[src/hdl/assert_macros.svh]
// Assertion macros shared by the queue and back-part modules.
`ifndef ASSERT_MACROS_SVH
`define ASSERT_MACROS_SVH

// The condition must hold at every clock edge out of reset.
`define FBMP_ASSERT(lbl, cond, msg) \
  lbl: assert property (@(posedge clk) disable iff (!rst_n) (cond)) else $error(msg);

// When pre holds, post must hold on the following clock.
`define FBMP_ASSERT_NEXT(lbl, pre, post, msg) \
  lbl: assert property (@(posedge clk) disable iff (!rst_n) (pre) |=> (post)) else $error(msg);

`endif

[src/hdl/fbmp_pkg.sv]
// Shared types, constants and functions of the FFT bin magnitude and phase block.
package fbmp_pkg;

  localparam int MAX_FRAME_LOG2_DEF = 12;
  localparam int SAMPLE_WIDTH_DEF   = 24;

  localparam int CFG_IDX_W = 3;
  localparam int LOG2_W    = 4;
  localparam int MODE_W    = 3;
  localparam int DB_W      = 16;
  localparam int SPEC_W    = 57;
  localparam int PHASE_W   = 16;
  localparam int DBV_W     = 20;
  localparam int QDEPTH    = 2;

  localparam int CORDIC_STEPS = 21;
  localparam int LOG_STEPS    = 16;
  localparam int PI_Q20       = 3294199;
  localparam int DB_PER_LOG2  = 197284;
  localparam int DB_SPAN      = 30720;

  localparam logic signed [PHASE_W-1:0] PI_Q13   = 16'sd25736;
  localparam logic signed [SPEC_W-1:0]  SPEC_MAX = 57'h00FFFFFFFFFFFFFF;

  localparam logic [LOG2_W-1:0]      RST_FRAME_LOG2 = 4'd9;
  localparam logic [MODE_W-1:0]      RST_MAG_MODE   = 3'd1;
  localparam logic                   RST_PHASE_EN   = 1'b0;
  localparam logic signed [DB_W-1:0] RST_DBP_NORM   = 16'sd23117;
  localparam logic signed [DB_W-1:0] RST_MIN_DBP    = -16'sd26112;

  typedef enum logic [CFG_IDX_W-1:0] {
    CFG_FRAME_LOG2 = 3'd0,
    CFG_MAG_MODE   = 3'd1,
    CFG_PHASE_EN   = 3'd2,
    CFG_DBP_NORM   = 3'd3,
    CFG_MIN_DBP    = 3'd4
  } cfg_idx_t;

  typedef enum logic [MODE_W-1:0] {
    MODE_OFF   = 3'd0,
    MODE_MAG   = 3'd1,
    MODE_MAG_N = 3'd2,
    MODE_POW   = 3'd3,
    MODE_POW_N = 3'd4,
    MODE_DB    = 3'd5
  } mode_t;

  typedef struct packed {
    logic is_edge;
    logic frame_end;
    logic run_end;
  } job_ctl_t;

  function automatic logic [19:0] atan_q20(input logic [4:0] i);
    logic [19:0] a;
    case (i)
      5'd0:    a = 20'd823550;
      5'd1:    a = 20'd486170;
      5'd2:    a = 20'd256879;
      5'd3:    a = 20'd130396;
      5'd4:    a = 20'd65451;
      5'd5:    a = 20'd32757;
      5'd6:    a = 20'd16383;
      5'd7:    a = 20'd8192;
      default: a = 20'd1 << (5'd20 - i);
    endcase
    return a;
  endfunction

  function automatic logic signed [SPEC_W-1:0] db_sat(input logic signed [DBV_W-1:0] v);
    logic signed [SPEC_W-1:0] r;
    if (v > DBV_W'(32767)) begin
      r = SPEC_W'(32767);
    end else if (v < -DBV_W'(32768)) begin
      r = -SPEC_W'(32768);
    end else begin
      r = SPEC_W'(v);
    end
    return r;
  endfunction

endpackage

[src/hdl/fbmp_front.sv]
// Front part: accepts value pairs, tracks the frame and issues one or two jobs per item.
module fbmp_front #(
  parameter int MAX_FRAME_LOG2 = fbmp_pkg::MAX_FRAME_LOG2_DEF,
  parameter int SAMPLE_WIDTH   = fbmp_pkg::SAMPLE_WIDTH_DEF
) (
  input  logic                             clk,
  input  logic                             rst_n,
  input  logic [fbmp_pkg::LOG2_W-1:0]      l_eff,
  input  logic                             in_push,
  output logic                             in_full,
  input  logic signed [SAMPLE_WIDTH-1:0]   in_first_value,
  input  logic signed [SAMPLE_WIDTH-1:0]   in_second_value,
  output logic                             q_push,
  input  logic                             q_full,
  output logic [MAX_FRAME_LOG2-1:0]        q_bin,
  output logic signed [SAMPLE_WIDTH-1:0]   q_x,
  output logic signed [SAMPLE_WIDTH-1:0]   q_y,
  output fbmp_pkg::job_ctl_t               q_ctl
);

  localparam int MFL = MAX_FRAME_LOG2;
  localparam int SW  = SAMPLE_WIDTH;

  logic [MFL-2:0]        cnt_r, cnt_nxt;
  logic signed [SW-1:0]  held_r, held_nxt;
  logic                  pend_r, pend_nxt;
  logic [MFL-1:0]        pend_bin_r, pend_bin_nxt;
  logic [MFL-1:0]        half;
  logic                  last_bin;
  logic                  accept;

  assign half     = MFL'(1) << (l_eff - 1'b1);
  assign last_bin = (MFL'(cnt_r) >= (half - 1'b1));
  assign in_full  = pend_r | q_full;
  assign accept   = in_push & ~in_full;

  always_comb begin
    cnt_nxt      = cnt_r;
    held_nxt     = held_r;
    pend_nxt     = pend_r;
    pend_bin_nxt = pend_bin_r;
    q_push       = 1'b0;
    q_bin        = MFL'(cnt_r);
    q_x          = in_first_value;
    q_y          = in_second_value;
    q_ctl        = '{is_edge: 1'b0, frame_end: 1'b0, run_end: 1'b1};
    if (pend_r) begin
      q_push = ~q_full;
      q_bin  = pend_bin_r;
      q_x    = held_r;
      q_y    = '0;
      q_ctl  = '{is_edge: 1'b1, frame_end: 1'b1, run_end: 1'b1};
      if (!q_full) begin
        pend_nxt = 1'b0;
      end
    end else if (accept) begin
      q_push = 1'b1;
      if (cnt_r == '0) begin
        q_y      = '0;
        q_ctl    = '{is_edge: 1'b1, frame_end: 1'b0, run_end: 1'b1};
        held_nxt = in_second_value;
        cnt_nxt  = (MFL-1)'(1);
      end else if (last_bin) begin
        q_ctl        = '{is_edge: 1'b0, frame_end: 1'b0, run_end: 1'b0};
        pend_nxt     = 1'b1;
        pend_bin_nxt = half;
        cnt_nxt      = '0;
      end else begin
        cnt_nxt = cnt_r + 1'b1;
      end
    end
  end

  always_ff @(posedge clk) begin
    if (!rst_n) begin
      cnt_r  <= '0;
      held_r <= '0;
      pend_r <= 1'b0;
    end else begin
      cnt_r  <= cnt_nxt;
      held_r <= held_nxt;
      pend_r <= pend_nxt;
    end
  end

  always_ff @(posedge clk) begin
    pend_bin_r <= pend_bin_nxt;
  end

endmodule

[config.mk]
export PLATFORM = sky130hd
export DESIGN_NAME = fbmp_front
export DESIGN_NICKNAME = d
export VERILOG_FILES = /design/src/hdl/assert_macros.svh /design/src/hdl/fbmp_pkg.sv /design/src/hdl/fbmp_front.sv
export SDC_FILE = /design/constraint.sdc
export NUM_CORES = 1
export LEC_CHECK = 0
export ABC_CLOCK_PERIOD_IN_PS = 3200
export BUFFER_PORTS_ARGS = -buffer_cell sky130_fd_sc_hd__buf_2
export CORE_MARGIN = 4
export CORE_UTILIZATION = 49
export DETAILED_ROUTE_END_ITERATION = 12
export GPL_TIMING_DRIVEN = 0
export PLACE_DENSITY = 0.89
export SYNTH_ARGS = -nofsm -noshare
export SYNTH_HDL_FRONTEND = slang
export SYNTH_SLANG_ARGS = --single-unit
[constraint.sdc]
create_clock -name clk -period 3.2 [get_ports clk]
set_clock_uncertainty 0.05 [all_clocks]
set_input_delay 0.32 -clock clk [delete_from_list [all_inputs] [get_ports clk]]
set_output_delay 0.32 -clock clk [all_outputs]
set_load 0.1 [all_outputs]
==> results.ini, run 1 <==
[global_routing]
track_usage=0.218
grt_max_degree=16
grt_pass1_wl_um=13100
globalRouteOverflowTotal=0
grt_pass1_vias=2962
antenna_found_initial=0

[timing]
tightest_slew_ns=0.619
drv_slew=0
timing.final.crit_share=0.975
min_period_ns=3.12
hold_viol=0
setup_viol_count_final=0
max_freq_mhz=321
slew-limit-headroom=0.587
setup_tns_ns=0

[layout]
num_antenna_cells=0
final_layout_size_suffix_gt1_frac=0.392
synthToLayoutAreaGrowth_pct=29.2
final_cell_mix=buf_2, nand2_1, dfxtp_1
final_util=0.653
num-nets-final=543
layout_commonest_cell=buf_2

[synthesis]
yosys_warnings=0
dominantRegCellSynth=dfxtp_1
muxShareOfSynthArea=0.113
syn-num-nets=414
synth_seq_cells=48
synth_compound_area_frac=0.151
synth-seq-area-share=0.361
synthCells=345
synth-async-reset-ratio=0
synth_edf_count=12
synth_top_family_by_area=simple AND/OR/NAND/NOR gates
synth_fa_ha_area_frac=0.0544
ys_types=44
synthesis.area_per_instance_sq_um=8.67
synth-xor-area-share=0.00878
synth_simple_gate_area_frac=0.270
synth_area_sq_um=2990

[route]
drt-total-wl_um=7990
vias=2921
ant_nets=0
wl_per_cell_um=14.5
vias_per_cell=5.31
drc=0
first_iter_violations=132
firstDrtPassIters=4

[critical_path]
r2r_start=cnt_r[7]
r2r_slack_ns=0.82
critPathKind=input pin to primary output
r2r-end=cnt_r[8]
crit_path_end_kind=primary output
critical_path.startpoint_type=input pin
worstPathMaxFanout=7
arrival_ns=2.75
required_ns=2.83
worst_r2r_path_depth=8

[clocking]
cts_tree=yes
htreeDepth=2
clk_pin_slew_worst_paths_ns=0.09
clk_latency_ns=0.30
clock_sinks=48
cts_buffer_depth=2
cts_made_buffers=5
cts-root-buf=clkbuf_8

[placed_design]
port_buffers=120
place.gp.congestion=0.838
dp_hpwl_um=6290

[die]
dieWidth_um=86.1
dieArea_sq_um=7420
fp.coreArea_sq_um=5920
std_cell_rows=28
die_y_um=86.1
ios=121
start_util=0.505

[pwr]
combPwrFrac=0.348
power_switching_w=0.000620
p_clk_frac=0.231
powerDensity_nw_per_um2=395
p_int_w=0.000908
seq_power_share=0.421
leakage_nw=1.70
switching_share=0.406
ir_worst_vdd_mv=0.291

[hold_path]
holdCritStartpoint=in_second_value[21]
hp-class=input pin to flip-flop
min_to=held_r[21]
min_path_cells=3

[outcome]
outcome=complete, no violations

[flow_run]
max_cap_viol_count=0

metrics by stage:
stage	hold slack, ns	instances	power [W]	worst slack [ns]	area (sq um)
6_report	0.205	550	0.00153	0.0804	3860
5_1_grt	0.207	550	0.00159	-0.0217	3860
4_1_cts	0.199	550	0.00152	0.00295	3800
3_5_place_dp	0.397	540	0.00118	-0.435	3690
3_3_place_gp	0.393	540	0.00117	-0.368	3690
2_1_floorplan	0.382	345	0.00107	0.0438	3000
worst max-delay path, stage by stage:
cell and delay (ns):
buf_2 0.13, or2_1 0.22, buf_2 0.18, nor2_2 0.15
nor2_1 0.08, and2_1 0.20, ha_1 0.28, and4_1 0.23
a211oi_1 0.28, o21ai_2 0.12, o21ai_4 0.19, nor2_4 0.07
clkinvlp_4 0.08, buf_6 0.22
power by group through the flow:
stage | combinational, W | clock, W | sequential [W]
final | 0.000531 | 0.000353 | 0.000643
after global routing | 0.000557 | 0.000390 | 0.000644
after CTS | 0.000523 | 0.000359 | 0.000643
after detailed placement | 0.000521 | 0 | 0.000657
after global placement | 0.000512 | 0 | 0.000656
after floorplan | 0.000417 | 0 | 0.000654
cells by family (layout without fill, tap and decap cells):
logic type | count (synthesis) | count (layout)
multiplexers | 30 | 30
AND/OR/NAND/NOR | 164 | 164
buffers and inverters | 29 | 159
flip-flops | 48 | 48
AO/OA/AOI/OAI | 58 | 58
adder cells (fa/ha/maj) | 13 | 13
XOR/XNOR | 3 | 3
timing repair:
item	CTS	global route
hold buffers	0	0
gates resized for setup	2	25
setup endpoints to repair	2	20
pin swaps	2	0
buffers inserted	2	0
state kept, by name, summed over array words and instances (netlist names):
register and count:
held_r 24, pend_bin_r 12, pend_r 1, cnt_r 11
synthesized netlist by cell type, drive strengths merged (2+ instances only):
cell     n  area, sq um
inv      9         33.8
o22ai    2         12.5
nand3    4         20.0
o211ai   2         15.0
ha      13          163
a31oi    3         18.8
xnor2    3         26.3
o311ai   5         81.3
nand4    7         43.8
mux2    30          338
a21o     2         15.0
buf     10         53.8
nor3     6         46.3
nor2b    2         12.5
nand2   74          285
nor2    24          100
clkbuf  10         37.5
and4     2         17.5
a21oi    4         20.0
a21boi  25          188
or2      5         31.3
and3     5         31.3
o21ai   11         66.3
nand2b   6         37.5
and2    28          175
dfxtp   36          721
edfxtp  12          360
per-layer routing:
layer  GRT usage  wire length [um]  vias up
met2       0.395              4010      110
met4      0.0604               141        0
li1            -                 -     1447
met5           0                 0        -
met3      0.0519               591       17
met1       0.253              3250     1347
area by class of cell:
cell class / count / area, sq um
Tap cell: 75 / 93.8
Inverter: 9 / 37.5
Fill cell: 492 / 2060
Sequential cell: 48 / 1080
Multi-Input combinational cell: 268 / 1810
Buffer: 20 / 92.6
Timing Repair Buffer: 122 / 669
Clock inverter: 2 / 11.3
Clock buffer: 6 / 72.6
how the worst max path moves through the flow:
stage                           to  cells past startpoint  startpoint  slack [ns]
final                     q_ctl[0]                     14    l_eff[1]        0.08
after global placement    q_ctl[0]                     13    l_eff[0]       -0.37
after CTS                   q_y[6]                      9    cnt_r[0]       0.003
after global routing      q_ctl[0]                     14    l_eff[1]       -0.02
after detailed placement  q_ctl[0]                     14    l_eff[1]       -0.44
after floorplan           q_ctl[0]                     12    l_eff[1]        0.04
No activity file was read; power rests on OpenSTA's default activity.
==> run 2: changes to the inputs <==
Settings changed: CTS_BUF_LIST from default to sky130_fd_sc_hd__clkbuf_4 sky130_fd_sc_hd__clkbuf_8 sky130_fd_sc_hd__clkbuf_16.
==> results.ini, run 2 (same netlist as run 1, synthesis figures left out) <==
[hold_path]
hp-class=input pin to flip-flop
holdCritStartpoint=in_second_value[21]

[clocking]
cts_buffer_depth=2
clock_sinks=48
clk_latency_ns=0.30
clk_pin_slew_worst_paths_ns=0.09
htreeDepth=2
cts_tree=yes
cts_made_buffers=5
cts-root-buf=clkbuf_8

[die]
ios=121
dieWidth_um=86.1
start_util=0.505
dieArea_sq_um=7420
die_y_um=86.1
fp.coreArea_sq_um=5920
std_cell_rows=28

[placed_design]
pre_cts_slack_ns=-0.435
numPlacedInstances=540
port_buffers=120
dp_hpwl_um=6290
place.gp.congestion=0.838

[route]
vias=2923
drc=0
drt-total-wl_um=7990
first_iter_violations=132
firstDrtPassIters=4
vias_per_cell=5.31
wl_per_cell_um=14.5
ant_nets=0

[pwr]
p_int_w=0.000916
powerDensity_nw_per_um2=397
ir_worst_vdd_mv=0.291
combPwrFrac=0.346
seq_power_share=0.418
power.total_w=0.00154
leakage_nw=1.70
power_switching_w=0.000620
p_clk_frac=0.236
switching_share=0.404

[layout]
regArea_sq_um=1080
largest_reg_flops=24
top_register=held_r
multi_input_area_sq_um=1810
final_cell_mix=buf_2, nand2_1, dfxtp_1
instances_no_fill=550
num-nets-final=543
layout_commonest_cell=buf_2
synthToLayoutAreaGrowth_pct=29.3
reg_top3=held_r: 24 flops, pend_bin_r: 12 flops, cnt_r: 11 flops
final_util=0.653
final_layout_size_suffix_gt1_frac=0.394
n_fill_cell=492
num_antenna_cells=0

[critical_path]
worst_path_most_repeated_cell=buf_2
critPathKind=input pin to primary output
crit_path_end_kind=primary output
critPathBufInv=4
arrival_ns=2.75
crit_chain=buf_2, or2_1, buf_2, nor2_2, nor2_1, and2_1, ha_1, and4_1, a211oi_1, o21ai_2, o21ai_4, nor2_4, clkinvlp_4, buf_6
worstPathMaxFanout=7
cp_top_family=simple AND/OR/NAND/NOR gates
cp_slowest_stage_delay_ns=0.28
r2r_start=cnt_r[7]
required_ns=2.83
critical_path.startpoint_type=input pin
crit_start=l_eff[1]
slowest_stage=ha_1

[timing]
max_freq_mhz=321
timing.final.crit_share=0.975
setup_viol_count_final=0
tightest_slew_ns=0.615
setup_tns_ns=0
min_period_ns=3.12
slew-limit-headroom=0.590
worst_slack_ns=0.0801
hold_viol=0
drv_slew=0

[global_routing]
antenna_found_initial=0
grt_pass1_wl_um=13100
grt_pass1_vias=2962
globalRouteOverflowTotal=0
grt_max_degree=16
track_usage=0.218

[outcome]
outcome=complete, no violations

[flow_run]
max_cap_viol_count=0

run 2: through the flow:
stage	cell area, sq um	hold slack (ns)
6_report	3870	0.204
3_3_place_gp	3690	0.393
2_1_floorplan	3000	0.382
3_5_place_dp	3690	0.397
4_1_cts	3800	0.199
5_1_grt	3870	0.207
run 2: cell type report:
class,count,share of cell area
Multi-Input combinational cell,268,0.467
Inverter,9,0.00970
Sequential cell,48,0.279
Tap cell,75,0.0243
Timing Repair Buffer,122,0.173
Clock inverter,2,0.00291
Clock buffer,6,0.0197
Buffer,20,0.0239
run 2: worst paths after layout:
check                             endpoint  slack, ns  depth (start not counted)
worst max-delay path              q_ctl[0]       0.08                         14
worst min-delay path            held_r[21]       0.20                          3
worst max register to register    cnt_r[8]       0.82                          8
worst min register to register  held_r[19]       0.41                          2
run 2: worst min-delay path: cells and delay by family:
family,cells,cell delay (ns)
buf+inv,1,0.10
compound gates,1,0.05
simple gates,1,0.05
run 2: routing by layer:
layer	track usage	vias up	wire (um)
met3	0.0519	17	590
met1	0.253	1351	3250
met4	0.0604	0	141
met5	0	-	0
li1	-	1447	-
met2	0.395	108	4010
run 2: repair_timing:
item / CTS / global route
hold buffers: 0 / 0
pin swaps: 2 / 0
setup endpoints to repair: 2 / 20
resized for setup: 2 / 25
buffers inserted: 2 / 0
run 2: power by group through the flow:
stage                     Sequential, W  Clock [W]  Combinational (W)
after floorplan                0.000654          0           0.000417
after global placement         0.000656          0           0.000512
after detailed placement       0.000657          0           0.000521
after CTS                      0.000643   0.000368           0.000523
after global routing           0.000644   0.000398           0.000557
final                          0.000643   0.000362           0.000531
