--- config.mk ---
export PLATFORM = sky130hd
export DESIGN_NAME = fbmp_queue
export DESIGN_NICKNAME = d
export VERILOG_FILES = /design/src/hdl/fbmp_pkg.sv /design/src/hdl/fbmp_queue.sv
export VERILOG_INCLUDE_DIRS = /design/src /design/src/hdl
export SDC_FILE = /design/constraint.sdc
export NUM_CORES = 1
export LEC_CHECK = 0
export BUFFER_PORTS_ARGS = -buffer_cell sky130_fd_sc_hd__buf_4
export CORE_ASPECT_RATIO = 1.2
export CORE_MARGIN = 2
export CORE_UTILIZATION = 33
export DETAILED_ROUTE_END_ITERATION = 7
export GPL_TIMING_DRIVEN = 0
export HOLD_SLACK_MARGIN = 0.05
export PLACE_DENSITY = 0.63
export SLEW_MARGIN = 20
export SYNTH_ARGS = -nofsm -noshare
export SYNTH_HDL_FRONTEND = slang
export SYNTH_SLANG_ARGS = --single-unit
--- constraint.sdc ---
create_clock -name clk -period 1.5 [get_ports clk]
set_input_delay 0.45 -clock clk [delete_from_list [all_inputs] [get_ports clk]]
set_output_delay 0.45 -clock clk [all_outputs]
set_load 0.005 [all_outputs]
--- src/hdl/assert_macros.svh ---
// Assertion macros shared by the queue and back-part modules.
`ifndef ASSERT_MACROS_SVH
`define ASSERT_MACROS_SVH

// The condition must hold at every clock edge out of reset.
`define FBMP_ASSERT(lbl, cond, msg) \
  lbl: assert property (@(posedge clk) disable iff (!rst_n) (cond)) else $error(msg);

// When pre holds, post must hold on the following clock.
`define FBMP_ASSERT_NEXT(lbl, pre, post, msg) \
  lbl: assert property (@(posedge clk) disable iff (!rst_n) (pre) |=> (post)) else $error(msg);

`endif

--- src/hdl/fbmp_pkg.sv ---
// Shared types, constants and functions of the FFT bin magnitude and phase block.
package fbmp_pkg;

  localparam int MAX_FRAME_LOG2_DEF = 12;
  localparam int SAMPLE_WIDTH_DEF   = 24;

  localparam int CFG_IDX_W = 3;
  localparam int LOG2_W    = 4;
  localparam int MODE_W    = 3;
  localparam int DB_W      = 16;
  localparam int SPEC_W    = 57;
  localparam int PHASE_W   = 16;
  localparam int DBV_W     = 20;
  localparam int QDEPTH    = 2;

  localparam int CORDIC_STEPS = 21;
  localparam int LOG_STEPS    = 16;
  localparam int PI_Q20       = 3294199;
  localparam int DB_PER_LOG2  = 197284;
  localparam int DB_SPAN      = 30720;

  localparam logic signed [PHASE_W-1:0] PI_Q13   = 16'sd25736;
  localparam logic signed [SPEC_W-1:0]  SPEC_MAX = 57'h00FFFFFFFFFFFFFF;

  localparam logic [LOG2_W-1:0]      RST_FRAME_LOG2 = 4'd9;
  localparam logic [MODE_W-1:0]      RST_MAG_MODE   = 3'd1;
  localparam logic                   RST_PHASE_EN   = 1'b0;
  localparam logic signed [DB_W-1:0] RST_DBP_NORM   = 16'sd23117;
  localparam logic signed [DB_W-1:0] RST_MIN_DBP    = -16'sd26112;

  typedef enum logic [CFG_IDX_W-1:0] {
    CFG_FRAME_LOG2 = 3'd0,
    CFG_MAG_MODE   = 3'd1,
    CFG_PHASE_EN   = 3'd2,
    CFG_DBP_NORM   = 3'd3,
    CFG_MIN_DBP    = 3'd4
  } cfg_idx_t;

  typedef enum logic [MODE_W-1:0] {
    MODE_OFF   = 3'd0,
    MODE_MAG   = 3'd1,
    MODE_MAG_N = 3'd2,
    MODE_POW   = 3'd3,
    MODE_POW_N = 3'd4,
    MODE_DB    = 3'd5
  } mode_t;

  typedef struct packed {
    logic is_edge;
    logic frame_end;
    logic run_end;
  } job_ctl_t;

  function automatic logic [19:0] atan_q20(input logic [4:0] i);
    logic [19:0] a;
    case (i)
      5'd0:    a = 20'd823550;
      5'd1:    a = 20'd486170;
      5'd2:    a = 20'd256879;
      5'd3:    a = 20'd130396;
      5'd4:    a = 20'd65451;
      5'd5:    a = 20'd32757;
      5'd6:    a = 20'd16383;
      5'd7:    a = 20'd8192;
      default: a = 20'd1 << (5'd20 - i);
    endcase
    return a;
  endfunction

  function automatic logic signed [SPEC_W-1:0] db_sat(input logic signed [DBV_W-1:0] v);
    logic signed [SPEC_W-1:0] r;
    if (v > DBV_W'(32767)) begin
      r = SPEC_W'(32767);
    end else if (v < -DBV_W'(32768)) begin
      r = -SPEC_W'(32768);
    end else begin
      r = SPEC_W'(v);
    end
    return r;
  endfunction

endpackage

--- src/hdl/fbmp_queue.sv ---
// Small first-word-fall-through queue of jobs between the front and back parts.
`include "assert_macros.svh"

module fbmp_queue #(
  parameter int W     = 8,
  parameter int DEPTH = fbmp_pkg::QDEPTH
) (
  input  logic         clk,
  input  logic         rst_n,
  input  logic         push,
  input  logic [W-1:0] din,
  output logic         full,
  input  logic         pop,
  output logic [W-1:0] dout,
  output logic         empty
);

  localparam int AW = (DEPTH > 1) ? $clog2(DEPTH) : 1;
  localparam int CW = $clog2(DEPTH + 1);

  logic [W-1:0]  mem [DEPTH];
  logic [AW-1:0] wr_ptr_r, wr_ptr_nxt;
  logic [AW-1:0] rd_ptr_r, rd_ptr_nxt;
  logic [CW-1:0] count_r, count_nxt;
  logic          push_ok;
  logic          pop_ok;

  assign full    = (count_r == CW'(DEPTH));
  assign empty   = (count_r == '0);
  assign push_ok = push & ~full;
  assign pop_ok  = pop & ~empty;
  assign dout    = mem[rd_ptr_r];

  always_comb begin
    wr_ptr_nxt = wr_ptr_r;
    rd_ptr_nxt = rd_ptr_r;
    count_nxt  = count_r;
    if (push_ok) begin
      wr_ptr_nxt = (wr_ptr_r == AW'(DEPTH - 1)) ? '0 : wr_ptr_r + 1'b1;
    end
    if (pop_ok) begin
      rd_ptr_nxt = (rd_ptr_r == AW'(DEPTH - 1)) ? '0 : rd_ptr_r + 1'b1;
    end
    if (push_ok && !pop_ok) begin
      count_nxt = count_r + 1'b1;
    end else if (pop_ok && !push_ok) begin
      count_nxt = count_r - 1'b1;
    end
  end

  always_ff @(posedge clk) begin
    if (!rst_n) begin
      wr_ptr_r <= '0;
      rd_ptr_r <= '0;
      count_r  <= '0;
    end else begin
      wr_ptr_r <= wr_ptr_nxt;
      rd_ptr_r <= rd_ptr_nxt;
      count_r  <= count_nxt;
    end
  end

  always_ff @(posedge clk) begin
    if (push_ok) begin
      mem[wr_ptr_r] <= din;
    end
  end

  `FBMP_ASSERT(a_no_push_full, !(push && full), "job pushed into a full queue")
  `FBMP_ASSERT(a_no_pop_empty, !(pop && empty), "job taken from an empty queue")

endmodule

==> results of run 1 <==
## area by class of cell
cell class,count,area [sq um]
buffer,1,15.0
fill,227,1140
clock buffer,3,22.5
multi-input combinational,26,280
inverter,2,10.0
timing repair buffer,23,203
tap,31,38.8
sequential,21,587
clock inverter,1,5.00
## what timing repair did
item | 4_1_cts | 5_1_grt
gates resized for setup | 24 | 6
endpoints found under the setup margin | 19 | 10
setup buffers | 1 | 1
pin swaps | 0 | 2
hold endpoints to repair | 0 | 0
## power by group
group          internal, mW  switching [mW]
Sequential            0.754          0.0619
Combinational         0.479           0.281
Clock                0.0991           0.159
Total                  1.33           0.502
## registers in the layout, summed over array words and instances, names as in the netlist, named ones only
name      cells
mem          16
count_r       2
rd_ptr_r      1
wr_ptr_r      1
## worst min path at each step
| stage | from | end | slack [ns] | cells past startpoint |
|---|---|---|---|---|
| 3_3_place_gp | count_r[1] | count_r[1] | 0.50 | 2 |
| 3_5_place_dp | count_r[1] | count_r[1] | 0.52 | 2 |
| 5_1_grt | din[6] | mem[0][6] | 0.31 | 1 |
| 4_1_cts | din[6] | mem[0][6] | 0.32 | 1 |
| 6_report | din[6] | mem[0][6] | 0.33 | 1 |
| 2_1_floorplan | count_r[1] | count_r[1] | 0.48 | 2 |
## kinds of logic (layout without fill, tap and decap cells)
kind of cell             after synthesis  after routing  synth area share [%]
flip-flops                            21             21                  71.7
AND/OR/NAND/NOR                        9              9                  6.80
multiplexers                           8              8                  11.1
AO/OA/AOI/OAI                          5              5                  4.02
XOR/XNOR                               3              3                  3.25
buffers and inverters                  3             30                  1.54
adder cells (fa/ha/maj)                1              1                  1.55
## cell usage in the layout, fill, tap and decap left out
cell type / count
a21boi_0: 1
a21boi_1: 1
and2_1: 3
and3_1: 1
buf_4: 15
buf_6: 8
buf_8: 1
clkbuf_4: 3
clkinv_2: 1
dfxtp_1: 2
dfxtp_2: 2
dfxtp_4: 1
edfxtp_1: 16
ha_4: 1
inv_1: 1
inv_4: 1
mux2_4: 8
nand2b_4: 1
nor2_1: 1
nor2_4: 1
nor3_4: 1
o21a_1: 1
o21ai_0: 1
o21ai_1: 1
or3_1: 1
xnor2_1: 2
xor2_1: 1
## metal layers
layer	GRT usage [%]	up-vias	wire, um
met4	4.90	0	0
met3	3.09	0	83
met2	16.8	16	650
li1	-	239	-
met5	0	-	0
met1	10.8	231	532
## through the flow
step                      power, mW  instance area, sq um  util (%)  cells
final                          1.83                  1160      50.4    108
after global routing           1.94                  1160      50.4    108
after CTS                      1.79                  1130      49.0    107
after detailed placement       1.35                  1010      43.6    102
after global placement         1.33                  1010      43.6    102
after floorplan                1.12                   810         -     50
==> flow_summary_export.csv, run 1 <==
group,metric,value,unit
cts,postCtsHoldBufs,0,
critical_path,path_depth,3,
cts,cts_max_level,1,
layout,num_antenna_cells,0,
detailed_routing,first_pass_iters,4,
detailed_routing,routed_wl,1.27,mm
cts,clkLatencyLatePin,0.29,ns
timing,finalCritPeriodShare,111,%
logic_synthesis,synth_top_cell_area_share,59.4,%
placement,numPortBuffers,21,
power_and_ir_drop,power_density,1580,nW/um^2
timing,setup_tns,-1.24,ns
logic_synthesis,syn_area,810,sq um
critical_path,cp.arrival,1.21,ns
cts,clock_path_buffers,2,
detailed_routing,vias_per_cell,4.50,
critical_path,crit_end,"dout[4]",
logic_synthesis,syn_inst,50,
layout,drive_gt1_share,57.1,%
critical_path,endpoint_kind,"primary output",
timing,maxSlewViolCount,0,
critical_path,path_cells,"buf_8 -> mux2_4 -> buf_6",
timing,worst_slew_pin_slew,0.452,ns
critical_path,cp-start-kind,"flop",
logic_synthesis,synthTopCellsByArea,"edfxtp_1 (59%), dfxtp_1 (12%), mux2_2 (11%)",
critical_path,crit_family,"flip-flops",
critical_path,r2r_setup_slack,0.07,ns
detailed_routing,dr_total_vias,486,
die,initial_core_util,35.1,%
layout,nets,91,
logic_synthesis,async_flop_share,0,%
run_status,failed_checks,"negative setup slack",
run_status,status,"finished with violations",
critical_path,rr_endpoint,"count_r[1]",
timing,clock-skew-final,0.00622,ns
critical_path,crit_required,1.05,ns
die,io_pins,22,
logic_synthesis,synth.largest_area_cell,"edfxtp_1",
critical_path,critPathKind,"flop to primary output",
detailed_routing,drtIter0Drc,3,
critical_path,worstPathMaxFanout,8,
run,cap_violations,0,
cts,path_clk_slew,0.11,ns
timing,fmax,602,MHz
detailed_routing,ant_nets,0,
critical_path,slowest_stage,"dfxtp_2",
timing,finalHoldViolations,0,
logic_synthesis,yosys_warnings,0,
logic_synthesis,seq_area_frac_synth,71.7,%
die,fp.dieW,49.2,um
logic_synthesis,ys_types,20,
power_and_ir_drop,peakVddDrop,1.07,mV
logic_synthesis,synth_top_flop_cell,"edfxtp_1",
placement,gp_congestion,0.618,
critical_path,reg2reg_from,"count_r[1]",
cts,cts_made_buffers,3,
timing,fin_ws,-0.161,ns
logic_synthesis,syn_area_per_cell,16.2,sq um
detailed_routing,wl_per_cell,11.7,um
global_routing,grt_max_degree,13,
logic_synthesis,synth_edf_count,16,
logic_synthesis,ys_top_cells_by_count,"edfxtp_1 (16), mux2_2 (8), dfxtp_1 (5)",
global_routing,antenna_found_initial,0,
logic_synthesis,synth.most_common_cell,"edfxtp_1",
cts,cts.sinks,21,
timing,hold_ws,0.329,ns
detailed_routing,drc,0,
die,die_h,58.3,um
global_routing,grt_pass1_wl,2.07,mm
timing,period_needed,1.66,ns
power_and_ir_drop,leakage,0.463,nW
layout,synthToLayoutAreaGrowth,43.4,%
cts,cts_tree,"yes",
critical_path,cp_num_buf_inv,2,
timing,relSlewSlack,69.8,%
cts,clockRootBuffer,"clkbuf_4",
global_routing,grt_util_all_layers,9.73,%
hold_path,holdCritPathClass,"input pin to flop",
critical_path,max_stage_delay,0.35,ns
critical_path,worst-r2r-cell-count,4,
global_routing,grt.overflow.total,0,
die,coreArea,2310,sq um
logic_synthesis,synth-seq-cells,21,
timing,rsz0062_at_grt,"yes",
die,dieArea,2870,sq um
global_routing,grt_pass1_vias,491,
logic_synthesis,synth_nets,63,
die,fp-row-count,19,
timing,setup_viol,8,
placement,post-place-ws,-0.0679,ns
Note: power is estimated with default switching activity, not from simulation.
==> run 2, diff against run 1 <==
- CORE_UTILIZATION: 33 -> 44
- PLACE_DENSITY: 0.63 -> 0.78
==> run 2 against run 1 <==
Net effect:
- the flow still finishes with violations (negative setup slack)
- die area fell by 23%
- global-route usage rose by 2.9 points
- sequential power barely moved
- sequential cell count did not move
- fmax barely moved
- non-clock buffer count rose by 1
- utilization rose by 13 points
- wire length rose by 2.0%
- final cell count fell by 10%
- clock-buffer cell count did not move
- first-iteration DRC count rose by 33%
- critical endpoint is now dout[5]
==> flow_summary_export.csv, run 2 (same netlist as run 1, synthesis figures left out) <==
group,metric,value,unit
detailed_routing,ant_nets,0,
timing,setup_tns,-1.26,ns
die,fp-row-count,17,
power_and_ir_drop,total_power,1.83,mW
timing,setup_viol,8,
layout,regArea,587,sq um
timing,hold_ws,0.329,ns
run_status,failed_checks,"negative setup slack",
global_routing,grt_pass1_vias,458,
layout,nets,92,
cts,clkLatencyLatePin,0.29,ns
run,cap_violations,0,
placement,numPortBuffers,21,
critical_path,worst-r2r-cell-count,7,
detailed_routing,vias_per_cell,4.92,
layout,drive_gt1_share,57.7,%
cts,cts_tree,"yes",
cts,clockRootBuffer,"clkbuf_4",
layout,multi_input_area,265,sq um
global_routing,grt.overflow.total,0,
die,dieArea,2200,sq um
cts,clock_path_buffers,2,
power_and_ir_drop,leakage,0.465,nW
timing,clock-skew-final,0.00196,ns
global_routing,grt_max_degree,13,
layout,fillerInstances,141,
critical_path,critPathKind,"flop to primary output",
layout,final_cell_mix,"buf_4 (16), edfxtp_1 (16), mux2_4 (8), buf_6 (8)",
die,initial_core_util,45.3,%
critical_path,endpoint_kind,"primary output",
detailed_routing,dr_total_vias,477,
global_routing,grt_util_all_layers,12.6,%
timing,maxSlewViolCount,0,
cts,cts_made_buffers,3,
run_status,status,"finished with violations",
die,die_h,51.0,um
critical_path,cp-start-kind,"flop",
timing,fmax,602,MHz
detailed_routing,wl_per_cell,13.3,um
layout,top_regs,"mem x16, count_r x2",
detailed_routing,drc,0,
die,fp.dieW,43.2,um
placement,placed_area,991,sq um
die,io_pins,22,
timing,finalCritPeriodShare,111,%
global_routing,grt_pass1_wl,1.99,mm
timing,fin_ws,-0.160,ns
layout,num_antenna_cells,0,
layout,largest_reg_flops,16,
layout,stdcell_area,1140,sq um
timing,period_needed,1.66,ns
detailed_routing,drtIter0Drc,4,
critical_path,worstPathMaxFanout,8,
power_and_ir_drop,power_density,1610,nW/um^2
hold_path,holdCritPathClass,"input pin to flop",
timing,worst_slew_pin_slew,0.460,ns
critical_path,crit_required,1.05,ns
cts,cts.sinks,21,
timing,relSlewSlack,69.3,%
power_and_ir_drop,peakVddDrop,1.11,mV
cts,cts_max_level,1,
hold_path,whs_path_depth,1,
critical_path,cp.arrival,1.21,ns
placement,gp_congestion,0.639,
die,coreArea,1790,sq um
global_routing,antenna_found_initial,0,
cts,postCtsHoldBufs,0,
detailed_routing,routed_wl,1.29,mm
placement,hpwl,925,um
layout,synthToLayoutAreaGrowth,40.6,%
detailed_routing,first_pass_iters,4,
timing,rsz0062_at_grt,"yes",
layout,regMostFlops,"mem",
cts,path_clk_slew,0.11,ns
timing,finalHoldViolations,0,
[run 2: cell types whose count changed in the layout (fill, tap and decap cells not counted)]
cell and delta:
buf_4 +1, ha_2 +1, ha_4 -1, nor2_2 +1
nor2_4 -1
[run 2: worst max-delay path, stage by stage, from the launching register on]
cell	delay, ns
dfxtp_2	0.35
buf_8	0.14
mux2_4	0.31
buf_6	0.11
[run 2: final timing paths]
check / start / end / slack, ns
min: din[4] / mem[0][4] / 0.33
min reg2reg: count_r[1] / count_r[1] / 0.54
max reg2reg: count_r[0] / count_r[1] / 0.04
max: flop / dout[5] / -0.16
[run 2: layer usage]
layer | track usage (%) | part of all wire, %
met5 | 0 | 0
met1 | 14.9 | 43
met4 | 7.58 | 0
met2 | 20.6 | 50
met3 | 2.83 | 7.0
[run 2: report_power, final]
part	internal, mW	switching [mW]
Clock	0.0993	0.160
Combinational	0.481	0.274
Sequential	0.754	0.0627
[run 2: area by class of cell]
type / count / area share (%)
plain buffers: 1 / 1.32
clock buffers: 3 / 1.98
clock inverters: 1 / 0.440
inverters: 2 / 0.879
multi-input cells: 26 / 23.3
flip-flops and latches: 21 / 51.5
well taps: 19 / 2.09
repair buffers: 24 / 18.5
[run 2: timing repair]
action                                  4_1_cts  5_1_grt
resized for setup                            24        4
hold endpoints to repair                      0        0
endpoints found under the setup margin       19       10
pin swaps                                     0        3
buffers inserted                              1        2
[run 2: metrics by stage]
stage                     setup slack [ns]  util, %  std cells
final                               -0.160     63.7         97
after CTS                           -0.178     62.4         95
after global routing                -0.214     63.7         97
after detailed placement            -0.103     55.5         90
after floorplan                     0.0460        -         50
after global placement             -0.0480     55.5         90
